### config.mk
export PLATFORM = sky130hd
export DESIGN_NAME = range_reply_stream_decoder_core
export DESIGN_NICKNAME = d
export VERILOG_FILES = /design/src/rtl/rrsd_pkg.sv /design/src/rtl/rrsd_decode.sv /design/src/rtl/range_reply_stream_decoder_core.sv
export SDC_FILE = /design/constraint.sdc
export NUM_CORES = 1
export LEC_CHECK = 0
export BUFFER_PORTS_ARGS = -buffer_cell sky130_fd_sc_hd__buf_4
export CAP_MARGIN = 40
export CORE_MARGIN = 5
export CORE_UTILIZATION = 45
export CTS_BUF_LIST = sky130_fd_sc_hd__clkbuf_8
export DETAILED_ROUTE_END_ITERATION = 8
export PLACE_DENSITY_LB_ADDON = 0.3
export SYNTH_ARGS = -nofsm -noshare
export SYNTH_HDL_FRONTEND = slang
export SYNTH_SLANG_ARGS = --single-unit
### constraint.sdc
create_clock -name clk_i -period 6.1 [get_ports clk_i]
set_input_delay 0.61 -clock clk_i [delete_from_list [all_inputs] [get_ports clk_i]]
set_output_delay 0.61 -clock clk_i [all_outputs]
set_load 0.02 [all_outputs]
### src/rtl/rrsd_pkg.sv
// Types and constants shared by the range reply stream decoder modules.
`timescale 1ns / 1ps
`default_nettype none

package rrsd_pkg;

  localparam logic [7:0] LineFeed = 8'h0A;
  localparam logic [7:0] CharBias = 8'h30;
  localparam logic [7:0] CharZero = 8'h30;
  localparam logic [7:0] CharNine = 8'h39;

  localparam logic [1:0] ModeSingle   = 2'd1;
  localparam logic [1:0] ModeStrength = 2'd2;

  localparam logic [1:0] LineStatus    = 2'd1;
  localparam logic [1:0] LineTimestamp = 2'd2;
  localparam logic [1:0] LineData      = 2'd3;

  localparam logic [2:0] TimestampChars = 3'd4;
  localparam logic [2:0] GroupShort     = 3'd3;
  localparam logic [2:0] GroupLong      = 3'd6;
  localparam logic [2:0] CharsMax       = 3'd7;

  typedef enum logic [1:0] {
    VERDICT_PENDING = 2'd0,
    VERDICT_DATA    = 2'd1,
    VERDICT_NO_DATA = 2'd2,
    VERDICT_ERROR   = 2'd3
  } rrsd_verdict_e;

  typedef enum logic [1:0] {
    KIND_TIMESTAMP = 2'd0,
    KIND_MEASURE   = 2'd1,
    KIND_END_OK    = 2'd2,
    KIND_END_ERROR = 2'd3
  } rrsd_kind_e;

  typedef struct packed {
    logic [1:0]    line_index;
    logic [2:0]    chars_in_line;
    logic [7:0]    status_first_char;
    rrsd_verdict_e reply_verdict;
    logic [5:0]    held_char;
    logic          held_valid;
    logic [35:0]   group_acc;
    logic [2:0]    group_count;
    logic          last_lf;
  } rrsd_state_t;

  typedef struct packed {
    rrsd_kind_e  kind;
    logic [23:0] main_value;
    logic [17:0] strength_value;
  } rrsd_result_t;

endpackage

`default_nettype wire

### src/rtl/rrsd_decode.sv
// Next-state and result logic for one reply byte of the range reply decoder.
`timescale 1ns / 1ps
`default_nettype none

module rrsd_decode
  import rrsd_pkg::*;
(
  input  wire rrsd_state_t  state_i,
  input  wire logic [7:0]   reply_byte_i,
  input  wire logic [1:0]   reply_mode_i,
  output rrsd_state_t  state_o,
  output logic         res_valid_o,
  output rrsd_result_t res_o
);

  logic [7:0]  biased;
  logic [5:0]  six;
  logic [35:0] acc_push;
  logic [2:0]  count_push;
  logic [2:0]  group_size;
  logic        zero_code;
  logic        nine_code;

  assign biased     = reply_byte_i - CharBias;
  assign six        = biased[5:0];
  assign group_size = (reply_mode_i == ModeStrength) ? GroupLong : GroupShort;
  assign zero_code  = (state_i.status_first_char == CharZero) && (reply_byte_i == CharZero);
  assign nine_code  = (state_i.status_first_char == CharNine) && (reply_byte_i == CharNine);
  assign acc_push   = {state_i.group_acc[29:0], state_i.held_char};
  assign count_push = state_i.group_count + 3'd1;

  always_comb begin
    state_o     = state_i;
    res_valid_o = 1'b0;
    res_o       = '{kind: KIND_TIMESTAMP, main_value: '0, strength_value: '0};
    if (reply_byte_i == LineFeed) begin
      if (state_i.last_lf) begin
        res_valid_o = 1'b1;
        res_o.kind  = ((state_i.reply_verdict == VERDICT_DATA) ||
                       (state_i.reply_verdict == VERDICT_NO_DATA)) ?
                      KIND_END_OK : KIND_END_ERROR;
        state_o     = '0;
      end else begin
        if ((state_i.line_index == LineStatus) &&
            (state_i.reply_verdict == VERDICT_PENDING)) begin
          state_o.reply_verdict = VERDICT_ERROR;
        end
        if (state_i.line_index == LineTimestamp) begin
          state_o.group_acc = '0;
        end
        if (state_i.line_index != LineData) begin
          state_o.line_index = state_i.line_index + 2'd1;
        end
        state_o.chars_in_line = '0;
        state_o.held_valid    = 1'b0;
        state_o.held_char     = '0;
        state_o.last_lf       = 1'b1;
      end
    end else begin
      state_o.last_lf = 1'b0;
      case (state_i.line_index)
        LineStatus: begin
          if (state_i.chars_in_line == 3'd0) begin
            state_o.status_first_char = reply_byte_i;
          end else if (state_i.chars_in_line == 3'd1) begin
            if (reply_mode_i == ModeSingle) begin
              state_o.reply_verdict = zero_code ? VERDICT_DATA : VERDICT_ERROR;
            end else begin
              state_o.reply_verdict = nine_code ? VERDICT_DATA :
                                      (zero_code ? VERDICT_NO_DATA : VERDICT_ERROR);
            end
          end
        end
        LineTimestamp: begin
          if ((state_i.reply_verdict == VERDICT_DATA) &&
              (state_i.chars_in_line < TimestampChars)) begin
            state_o.group_acc = {state_i.group_acc[29:0], six};
            if (state_i.chars_in_line == TimestampChars - 3'd1) begin
              res_valid_o       = 1'b1;
              res_o.kind        = KIND_TIMESTAMP;
              res_o.main_value  = state_o.group_acc[23:0];
              state_o.group_acc = '0;
            end
          end
        end
        LineData: begin
          if (state_i.reply_verdict == VERDICT_DATA) begin
            if (state_i.held_valid) begin
              state_o.group_acc   = acc_push;
              state_o.group_count = count_push;
              if (count_push >= group_size) begin
                res_valid_o = 1'b1;
                res_o.kind  = KIND_MEASURE;
                if (group_size == GroupLong) begin
                  res_o.main_value     = {6'd0, acc_push[35:18]};
                  res_o.strength_value = acc_push[17:0];
                end else begin
                  res_o.main_value = {6'd0, acc_push[17:0]};
                end
                state_o.group_acc   = '0;
                state_o.group_count = '0;
              end
            end
            state_o.held_char  = six;
            state_o.held_valid = 1'b1;
          end
        end
        default: begin
        end
      endcase
      if (state_i.chars_in_line != CharsMax) begin
        state_o.chars_in_line = state_i.chars_in_line + 3'd1;
      end
    end
  end

endmodule

`default_nettype wire

### src/rtl/range_reply_stream_decoder_core.sv
// Top level of the range reply stream decoder: input stage, decode state and result register.
`timescale 1ns / 1ps
`default_nettype none

// Decodes a range finder text reply, one byte per beat, into timestamp, measurement
// and end-of-reply beats. A new byte is taken in every cycle as long as the output
// side keeps up; each byte passes an input register and then one decode step into the
// result register, which drives the output. The user must write the reply mode
// register through cfg_we_i only while no byte is in flight; the block does not
// enforce this. A write applies from the next byte on, also mid-reply. A line feed
// right after another line feed ends the reply and clears the decoder state.
module range_reply_stream_decoder_core
  import rrsd_pkg::*;
(
  input  wire logic        clk_i,
  input  wire logic        rst_ni,
  input  wire logic        cfg_we_i,
  input  wire logic [1:0]  cfg_wdata_i,
  input  wire logic        in_valid_i,
  output logic             in_stall_o,
  input  wire logic [7:0]  reply_byte_i,
  output logic             out_valid_o,
  input  wire logic        out_stall_i,
  output logic [1:0]       item_kind_o,
  output logic [23:0]      main_value_o,
  output logic [17:0]      strength_value_o
);

  logic [1:0]   mode_q;
  logic         in_valid_q;
  logic [7:0]   byte_q;
  rrsd_state_t  st_q;
  rrsd_state_t  st_d;
  logic         res_valid;
  rrsd_result_t res;
  logic         out_valid_q;
  rrsd_result_t out_q;
  logic         out_free;
  logic         proc;

  assign out_free   = !out_valid_q || !out_stall_i;
  assign proc       = in_valid_q && out_free;
  assign in_stall_o = in_valid_q && !out_free;

  rrsd_decode u_decode (
    .state_i      (st_q),
    .reply_byte_i (byte_q),
    .reply_mode_i (mode_q),
    .state_o      (st_d),
    .res_valid_o  (res_valid),
    .res_o        (res)
  );

  always_ff @(posedge clk_i or negedge rst_ni) begin
    if (!rst_ni) begin
      mode_q      <= '0;
      in_valid_q  <= 1'b0;
      st_q        <= '0;
      out_valid_q <= 1'b0;
    end else begin
      if (cfg_we_i) begin
        mode_q <= cfg_wdata_i;
      end
      if (!in_stall_o) begin
        in_valid_q <= in_valid_i;
      end
      if (proc) begin
        st_q <= st_d;
      end
      if (out_free) begin
        out_valid_q <= proc && res_valid;
      end
    end
  end

  always_ff @(posedge clk_i) begin
    if (!in_stall_o && in_valid_i) begin
      byte_q <= reply_byte_i;
    end
    if (proc && res_valid) begin
      out_q <= res;
    end
  end

  assign out_valid_o      = out_valid_q;
  assign item_kind_o      = out_q.kind;
  assign main_value_o     = out_q.main_value;
  assign strength_value_o = out_q.strength_value;

  a_end_clears_state : assert property (@(posedge clk_i) disable iff (!rst_ni)
    proc && res_valid && (res.kind == KIND_END_OK || res.kind == KIND_END_ERROR)
    |=> st_q == '0)
    else $error("decoder state not cleared after end of reply");

  a_end_beat_zero : assert property (@(posedge clk_i) disable iff (!rst_ni)
    out_valid_q && (out_q.kind == KIND_END_OK || out_q.kind == KIND_END_ERROR)
    |-> out_q.main_value == '0 && out_q.strength_value == '0)
    else $error("end of reply beat carries a value");

  a_state_holds_idle : assert property (@(posedge clk_i) disable iff (!rst_ni)
    !proc |=> $stable(st_q))
    else $error("decoder state changed without a byte");

  a_timestamp_no_strength : assert property (@(posedge clk_i) disable iff (!rst_ni)
    out_valid_q && out_q.kind == KIND_TIMESTAMP |-> out_q.strength_value == '0)
    else $error("timestamp beat carries a strength");

endmodule

`default_nettype wire

Word-level counts from Yosys, hierarchy flattened
Cells that the tools add are included.

storage, ports and cells
  flip-flop bits (word level) = 112
  bits of input ports = 15
  output and inout port bits = 46
  logic and storage cells = 130

operators by class
  $add $sub $neg = 4
  magnitude comparators = 2
  eq/ne operators = 24
  mux-type cells = 46
  bitwise operators = 5
  reductions and logical operators = 33

operators by type and width
  cell                  count
  $mux W36              3
  $mux W44              2
  $mux W39              2
  $pmux W36 S2          1
  $mux W60              1
  $pmux W26 S2          1
  $mux W24              2
  $mux W46              1
  $mux W45              1
  $mux W43              1
  $mux W18              2
  $eq A8 B6 Y1 const B  4
  $mux W2               9
  $mux W8               2
  $reduce_bool A2 Y1    8
  $mux W3               4
  $mux W1               10
  $mux W10              1
  $reduce_and A5 Y1     2
  $ne A3 B3 Y1 const B  3
  $eq A2 B2 Y1 const B  4
  $eq A8 B4 Y1 const B  1
  $logic_and A1 B1 Y1   8
  $mux W7               1
  other kinds (26)      40

Logic depth before layout (Yosys ltp)
Gate-level depths: netlist of run 1.

  word-level depth = 9
  gate-level depth with buffers = 8

By module
A second synthesis of run 1 with hierarchy kept.

second synthesis, totals
  cells, all modules = 477
  area total of the unflattened synthesis = 5997.0 sq um

by module, submodules not included
  module                           instances  cells an instance  area each (sq um)  seq. area each (sq um)
  range_reply_stream_decoder_core  1          197                4050.1             3213.1
  rrsd_decode                      1          280                1946.9             0.0

Worst setup path before layout of run 1
No wires, ideal clock.

  kind = flip-flop to flip-flop
  start = register mode_q[0]
  end = register out_q (netlist bit item_kind_o[0]), enable pin
  arrival = 4699 ps
  path slack = 901 ps
  stages on the path, launching flop included = 9
  buffers on the path = 2
  period minus slack after synthesis = 5199 ps
  cells stage by stage = dfrtp_1 nand2b_1 clkbuf_1 ha_1 nand2b_1 a31o_2 clkbuf_1 a211oi_1 nor3_1

between the ends
  cells in the longest elaborated chain, start to end = 9

ends and longest elaborated chain
  what                    RTL line                               text
  from (decl)             range_reply_stream_decoder_core.sv:29  logic [1:0] mode_q;
  from (signal assigned)  range_reply_stream_decoder_core.sv:62  mode_q <= cfg_wdata_i;
  $eq A2 B2 Y1            rrsd_decode.sv:26                      assign group_size = (reply_mode_i == ModeStrength) ? GroupLong : GroupShort;
  $mux W3                 rrsd_decode.sv:26
  $ge A3 B3 Y1            rrsd_decode.sv:91                      if (count_push >= group_size) begin
  $mux W1                 rrsd_decode.sv:91
  $mux W1                 rrsd_decode.sv:88                      if (state_i.held_valid) begin
  $mux W1                 rrsd_decode.sv:87                      if (state_i.reply_verdict == VERDICT_DATA) begin
  $pmux W1 S2             rrsd_decode.sv:61                      case (state_i.line_index)
  $mux W1                 rrsd_decode.sv:36                      if (reply_byte_i == LineFeed) begin
  $logic_and A1 B1 Y1     range_reply_stream_decoder_core.sv:80  if (proc && res_valid) begin
  to (signal assigned)    range_reply_stream_decoder_core.sv:81  out_q <= res;
  to (decl)               range_reply_stream_decoder_core.sv:37  rrsd_result_t out_q;

Every way passes these cells.
A chain may end at the register's enable or synchronous reset.

Worst setup path in the final report of run 1
  start = register st_q[60] (netlist bit)
  end = register out_q (netlist bit main_value_o[17]), enable pin

between the ends
  cells in the longest elaborated chain, start to end = 4
  elaborated cells between the ends (all ways) = 5
  classes of those cells = eq/ne (2); mux (2); reduce/logical (1)

ends and longest elaborated chain
  what                     RTL line                               text
  from (decl)              range_reply_stream_decoder_core.sv:32  rrsd_state_t st_q;
  from (signal assigned)   range_reply_stream_decoder_core.sv:68  st_q <= st_d;
  $eq A2 B2 Y1             rrsd_decode.sv:61
  $pmux W1 S2 (*)          rrsd_decode.sv:61
  $mux W1 (*)              rrsd_decode.sv:36
  $logic_and A1 B1 Y1 (*)  range_reply_stream_decoder_core.sv:80

Every way passes the cells marked *; elsewhere a longest branch is shown, timed or not.

==> results of run 1 <==
## kinds of logic (layout without fill, tap and decap cells)
group           Yosys count  count (layout)  synth area share
xor+xnor                  1               1          0.001601
mux                      25              25           0.05009
simple gates             85              85           0.09744
flops                   112             112            0.5599
compound gates          120             120            0.1995
buf+inv                  74             128           0.05718
fa+ha+maj                15              15           0.03431
## Yosys cell counts (all sizes together), types with 3 or more instances
cell / n
a21oi: 3
a22o: 8
a32o: 12
a32oi: 8
and2: 19
and3: 8
buf: 12
clkbuf: 18
dfrtp: 60
edfxtp: 52
ha: 15
inv: 44
mux2: 19
mux2i: 6
nand2: 9
nand2b: 5
nand3: 5
nand4: 6
nor2: 13
nor3: 6
o21ai: 12
o31ai: 64
## flip-flops by register name, summed over array words and instances, names as in the netlist
register	count
byte_q	8
in_valid_q	1
item_kind_o	2
main_value_o	24
mode_q	2
out_valid_o	1
st_q	56
strength_value_o	18
## per-layer routing
layer,up-vias,global-route usage
met4,0,0.03895
met5,-,0
met1,1850,0.2322
met3,10,0.04116
met2,123,0.2859
li1,1717,-
## layout make-up
| class | count | area share |
|---|---|---|
| inverters | 44 | 0.02643 |
| multi-input cells | 246 | 0.3373 |
| clock buffers | 9 | 0.01982 |
| clock inverters | 7 | 0.01201 |
| well taps | 147 | 0.02943 |
| flip-flops and latches | 112 | 0.4901 |
| repair buffers | 68 | 0.08488 |
## worst max-delay path: cells and delay by family, from the launching register on
kind | cells | cell delay (ns)
adder cells (fa/ha/maj) | 1 | 0.70
flip-flops | 1 | 0.44
AND/OR/NAND/NOR | 2 | 1.01
AO/OA/AOI/OAI | 1 | 0.19
buffers and inverters | 1 | 0.46
## final timing paths
| path | endpoint | slack (ns) | depth (start not counted) |
|---|---|---|---|
| max | main_value_o[17] | 2.94 | 5 |
| min | st_q[58] | 0.30 | 1 |
| max reg2reg | main_value_o[17] | 2.94 | 5 |
| min reg2reg | st_q[55] | 0.51 | 1 |
| max in group asynchronous | mode_q[0] | 5.29 | 1 |
| min in group clk_i | byte_q[6] | 0.40 | 1 |
## metrics by stage
step | setup slack [ns] | hold WS (ns)
3_3_place_gp | 2.579 | 0.4894
6_report | 2.944 | 0.2991
2_1_floorplan | 0.9014 | 0.3144
4_1_cts | 2.945 | 0.3273
3_5_place_dp | 2.953 | 0.4962
5_1_grt | 2.726 | 0.3669
## placed cells by master (no fill, tap or decap), drive strengths merged, types with 2 or more instances in the layout
master / count
a32oi: 8
a21o: 2
a31o: 2
inv: 47
nor3: 6
mux2: 19
nand4: 6
ha: 15
nand2b: 5
clkbuf: 9
nand2: 9
nand3: 5
edfxtp: 52
or3: 2
nor4b: 2
a22o: 8
clkinv: 3
a32o: 12
o31ai: 64
buf: 68
nor2: 13
a21oi: 3
o21ai: 12
and2: 19
mux2i: 6
and3: 8
dfrtp: 60
## where the power goes
part           switching, mW  internal, mW
Combinational          0.115        0.0737
Sequential            0.0338         0.826
Clock                  0.258         0.192
Total                  0.407          1.09
==> metrics.yaml, run 1 <==
finClkSkew_ns: 0.01478
wl_met1_um: 5447
synth_cells: 432
drt_wl_total_um: 12270
routabilityCongestion: 0.8861
core_area_sq_um: 11960
status: "finished, final reports clean"
final_cells: 633
clockBufferDepth: 2
setup_violations: 0
cp.arrival_ns: 3.21
cts_max_level: 3
period_share: 0.5174
critPathLaunchType: "register"
worst_setup_path_end_kind: "register"
drive_gt1_frac: 0.2984
die_h_um: 120.3
pin_count: 61
rsz0062_at_grt: "false"
fin_area_sq_um: 6250
synth_largest_area_cell: "edfxtp_1"
placed_cells_incl_taps: 617
path_class: "register to register"
p_per_area_nw_per_um2: 240.0
dr_total_vias: 3700
ant_nets: 0
synth_ff_type: "dfrtp_1"
die_w_um: 120.3
final_util: 0.5225
ctsHoldBuffers: 0
worst-path-max-fanout: 28
avgSynthCellArea_sq_um: 12.66
drv_slew: 0
r2r-start: "st_q[60]"
maxCapViolCount: 0
synth_top_area_frac: 0.2855
peakVddDrop_v: 0.0001404
antenna_found_initial: 0
ys_async_sr_fraction: 0.5357
grt.overflow.total: 0
wl_met2_um: 6061
via_per_inst: 5.845
worst_slew_pin_slew_ns: 0.7914
detail_route.wl_per_cell_um: 19.39
worstPathRequired_ns: 6.16
ctsResizeCount: 0
clkLatencyLatePin_ns: 0.39
die_area_sq_um: 14460
grt_pass1_wl_um: 19840
fin_total_pwr_mw: 1.500
syn_nets: 462
drt_pass1_iterations: 5
fmax_mhz: 316.8
fillCellCount: 1033
crit_slowest_cell: "ha_1"
synth-edff-count: 52
dpl.hpwl_um: 8373
std_cell_rows: 40
multi_input_area_sq_um: 2108
route.met3.wl_um: 636
cts_buffers: 9
top_layer: "met4"
hp-class: "input pin to asynchronous set/reset pin"
yosysSeqAreaShare: 0.5599
synth_cell_types: 57
post_cts_buffers: 0
synthTopCellsByArea: "edfxtp_1 (29%), dfrtp_1 (27%), o31ai_2 (6.9%)"
area_delta_synth_final_pct: 14.25
final_nets: 511
maxSlewHeadroom: 0.4724
grt_max_degree: 61
drc: 0
seq_area_sq_um: 3063
yosysWarningCount: 0
antenna_cells: 0
io_buffers: 60
finalHoldViolations: 0
grt_pass1_vias: 3706
cpPeakStageDelay_ns: 0.70
cts_tree: "done"
cts_sinks: 112
fin_crit_ns: 3.156
grtUsageTotal: 0.1727
start_util: 0.4573
power_leakage_nw: 2.607
synth-seq-cells: 112
clk_pin_slew_worst_paths_ns: 0.10
clock_tree.root_cell: "clkbuf_8"
drtIter0Drc: 252
finalSetupTns_ns: 0
syn_area_sq_um: 5470
startpoint: "st_q[60]"
place_area_sq_um: 6051
crit_chain: "ha_1, and3_1, a211oi_1, nor3_2, buf_4"
(Power assumes the default switching activity.)
==> run 2, diff against run 1 <==
--- a/config.mk
+++ b/config.mk
@@ -5,6 +5,7 @@
 export SDC_FILE = /design/constraint.sdc
 export NUM_CORES = 1
 export LEC_CHECK = 0
+export ABC_AREA = 1
 export BUFFER_PORTS_ARGS = -buffer_cell sky130_fd_sc_hd__buf_4
 export CAP_MARGIN = 40
 export CORE_MARGIN = 5
==> constraint.sdc (replaced) <==
create_clock -name clk_i -period 3 [get_ports clk_i]
set_input_delay 0.3 -clock clk_i [delete_from_list [all_inputs] [get_ports clk_i]]
set_output_delay 0.3 -clock clk_i [all_outputs]
set_load 0.02 [all_outputs]
==> run 2 against run 1 <==
  * Synthesized cell count rose by 42%
  * Combinational power rose to 12 times the previous value
  * Setup slack got worse by 2.6 ns
  * Maximum frequency rose by 20%
  * Largest cell class unchanged
==> metrics.yaml, run 2 <==
cp.arrival_ns: 2.83  # -0.38 ns
maxCapViolCount: 0  # unchanged
worstPathRequired_ns: 3.20  # -2.96 ns
dp_slack_ns: 0.4176  # -2.535 ns
grt_pass1_wl_um: 21550  # +8.6%
ys_async_sr_fraction: 0.5357  # unchanged
ant_nets: 0  # unchanged
fin_crit_ns: 2.625  # -0.5309 ns
routabilityCongestion: 0.8708  # -1.7%
drt_wl_total_um: 12220  # -0.44%
dr_total_vias: 4192  # +13%
antenna_found_initial: 0  # unchanged
drive_gt1_frac: 0.1632  # -0.1351
synthSimpleGateAreaFrac: 0.2508  # +0.1533
grt_max_degree: 61  # unchanged
cts_max_level: 3  # unchanged
peakVddDrop_v: 0.0004924  # +250%
cts_tree: "done"
finalHoldViolations: 0  # unchanged
synth-compound-area-share: 0.07319  # -0.1263
maxSlewHeadroom: 0.4686  # -0.003733
worst_setup_path_end_kind: "register"
synthXorXnorAreaFrac: 0.001616  # +0.00001516
clk_pin_slew_worst_paths_ns: 0.10  # about the same
synth_top_area_frac: 0.2882  # +0.002702
grt.overflow.total: 0  # unchanged
cts_sinks: 112  # unchanged
final_common_cell: "nand2_1"
path_class: "register to register"
die_w_um: 119.7  # -0.43%
syn_area_sq_um: 5419  # -0.94%
final_nets: 705  # +38%
status: "finished, final reports clean"
synth_cells: 615  # +42%
period_share: 0.8751  # +0.3577
hp-class: "input pin to asynchronous set/reset pin"
ctsResizeCount: 0  # unchanged
std_cell_rows: 40  # unchanged
ctsHoldBuffers: 0  # unchanged
rsz0062_at_grt: "false"
fin_area_sq_um: 6191  # -0.94%
clkLatencyLatePin_ns: 0.38  # about the same
synth_mux_area_frac: 0.002078  # -0.04801
area_delta_synth_final_pct: 14.25  # about the same
worst-path-max-fanout: 18  # -36%
core_area_sq_um: 11910  # -0.42%
grt_pass1_vias: 4434  # +20%
yosysWarningCount: 0  # unchanged
synth_most_common_cell: "nand2_1"
syn_nets: 645  # +40%
avgSynthCellArea_sq_um: 8.811  # -30%
yosysSeqAreaShare: 0.5652  # +0.005301
drt_pass1_iterations: 5  # unchanged
antenna_cells: 0  # unchanged
regMostFlops: "st_q"
clockBufferDepth: 2  # unchanged
start_util: 0.4549  # -0.002385
post_cts_buffers: 0  # unchanged
synth-edff-count: 52  # unchanged
p_per_area_nw_per_um2: 888.1  # +270%
fillCellCount: 1140  # +10%
final_cell_mix: "nand2_1 (188), nor2_1 (81), buf_4 (71)"
largest_register_ffs: 56  # unchanged
grtUsageTotal: 0.1844  # +0.01179
die_area_sq_um: 14340  # -0.86%
via_per_inst: 5.069  # -13%
io_buffers: 60  # unchanged
power_leakage_nw: 2.980  # +14%
drc: 0  # unchanged
worst_slew_pin_slew_ns: 0.7970  # +0.005599 ns
setup_violations: 0  # unchanged
fmax_mhz: 380.9  # +20%
worst-r2r-setup-slack_ns: 0.37  # -2.57 ns
dpl.hpwl_um: 8643  # +3.2%
cts_buffers: 9  # unchanged
pin_count: 61  # unchanged
synth.top_cells.by_count: "nand2_1 (188), nor2_1 (82), dfrtp_1 (60), inv_1 (60), edfxtp_1 (52)"
synth-seq-cells: 112  # unchanged
synth_ff_type: "dfrtp_1"
finClkSkew_ns: 0.01080  # -0.003985 ns
worst_slack_ns: 0.3746  # -2.569 ns
place_area_sq_um: 6010  # -0.68%
critPathLaunchType: "register"
synthAdderAreaFrac: 0.03463  # +0.0003248
drv_slew: 0  # unchanged
synth_cell_types: 31  # -46%
synthTopCellsByArea: "edfxtp_1 (29%), dfrtp_1 (28%), nand2_1 (13%)"
synth_top_family_by_area: "simple AND/OR/NAND/NOR gates"
detail_route.wl_per_cell_um: 14.77  # -24%
clock_tree.root_cell: "clkbuf_8"
die_h_um: 119.7  # -0.43%
synth_largest_area_cell: "edfxtp_1"
finalSetupTns_ns: 0  # unchanged
drtIter0Drc: 301  # +19%
## run 2: cell types whose count changed after synthesis, moves of 17 or more
cell	before	now
nand3_1	5	29
a21oi_1	2	19
mux2_2	19	1
nor2_1	12	82
and2_1	19	0
o31ai_2	30	0
o31ai_1	34	0
nand2_1	9	188
## run 2: layer usage
metal  up-vias  track usage  wire [um]
met2       114       0.3139       5915
met4         0      0.07588        322
li1       2077            -          -
met3        22      0.02026        549
met1      1979       0.2409       5431
met5         -            0          0
## run 2: area by class of cell
cell class	count	area [sq um]	area share
Multi-Input combinational cell	412	1971	0.3183
Sequential cell	112	3063	0.4947
Clock buffer	11	151.4	0.02445
Tap cell	147	183.9	0.02971
Clock inverter	5	30.03	0.004850
Inverter	69	259.0	0.04184
Timing Repair Buffer	71	533.0	0.08610
## run 2: final timing paths
| path | depth (start not counted) | startpoint | end |
|---|---|---|---|
| setup / recovery | 11 | st_q[1] | strength_value_o[0] |
| hold / removal | 1 | rst_ni | st_q[60] |
| setup reg to reg | 11 | st_q[1] | strength_value_o[0] |
| hold reg to reg | 2 | st_q[16] | st_q[16] |
| max in group asynchronous | 1 | rst_ni | st_q[31] |
| min in group clk_i | 1 | reply_byte_i[1] | byte_q[1] |
## run 2: stage by stage
stage	util	instances	total power [mW]	hold WS [ns]
after floorplan	-	615	3.968	0.004409
after global placement	0.5045	811	4.603	0.4336
after detailed placement	0.5045	811	4.683	0.4441
after CTS	0.5197	827	5.524	0.03269
after global routing	0.5197	827	5.944	0.07524
final	0.5197	827	5.498	0.002501
## run 2: cell families after synthesis
family | Yosys count
adders and majority gates | 15
muxes | 1
AOI/OAI and AO/OA | 69
xor gates and xnor gates | 1
and+or+nand+nor | 326
DFF | 112
buffers and inverters | 91
## run 2: worst max-delay path, cell delays in order, from the launching register on
cell and delay [ns]:
dfrtp_1 0.42, ha_1 0.23, xor2_1 0.18, ha_1 0.29, nand2_1 0.05, inv_1 0.04
o21ai_1 0.05, nand2_1 0.13, nand2_2 0.10, nor2_4 0.35, nand4_4 0.36, nor2_1 0.24
## run 2: where the power goes
group / switching [mW] / internal, mW / total, mW
Clock: 0.497 / 0.346 / 0.843
Combinational: 1.53 / 0.737 / 2.26
Sequential: 0.268 / 2.12 / 2.39
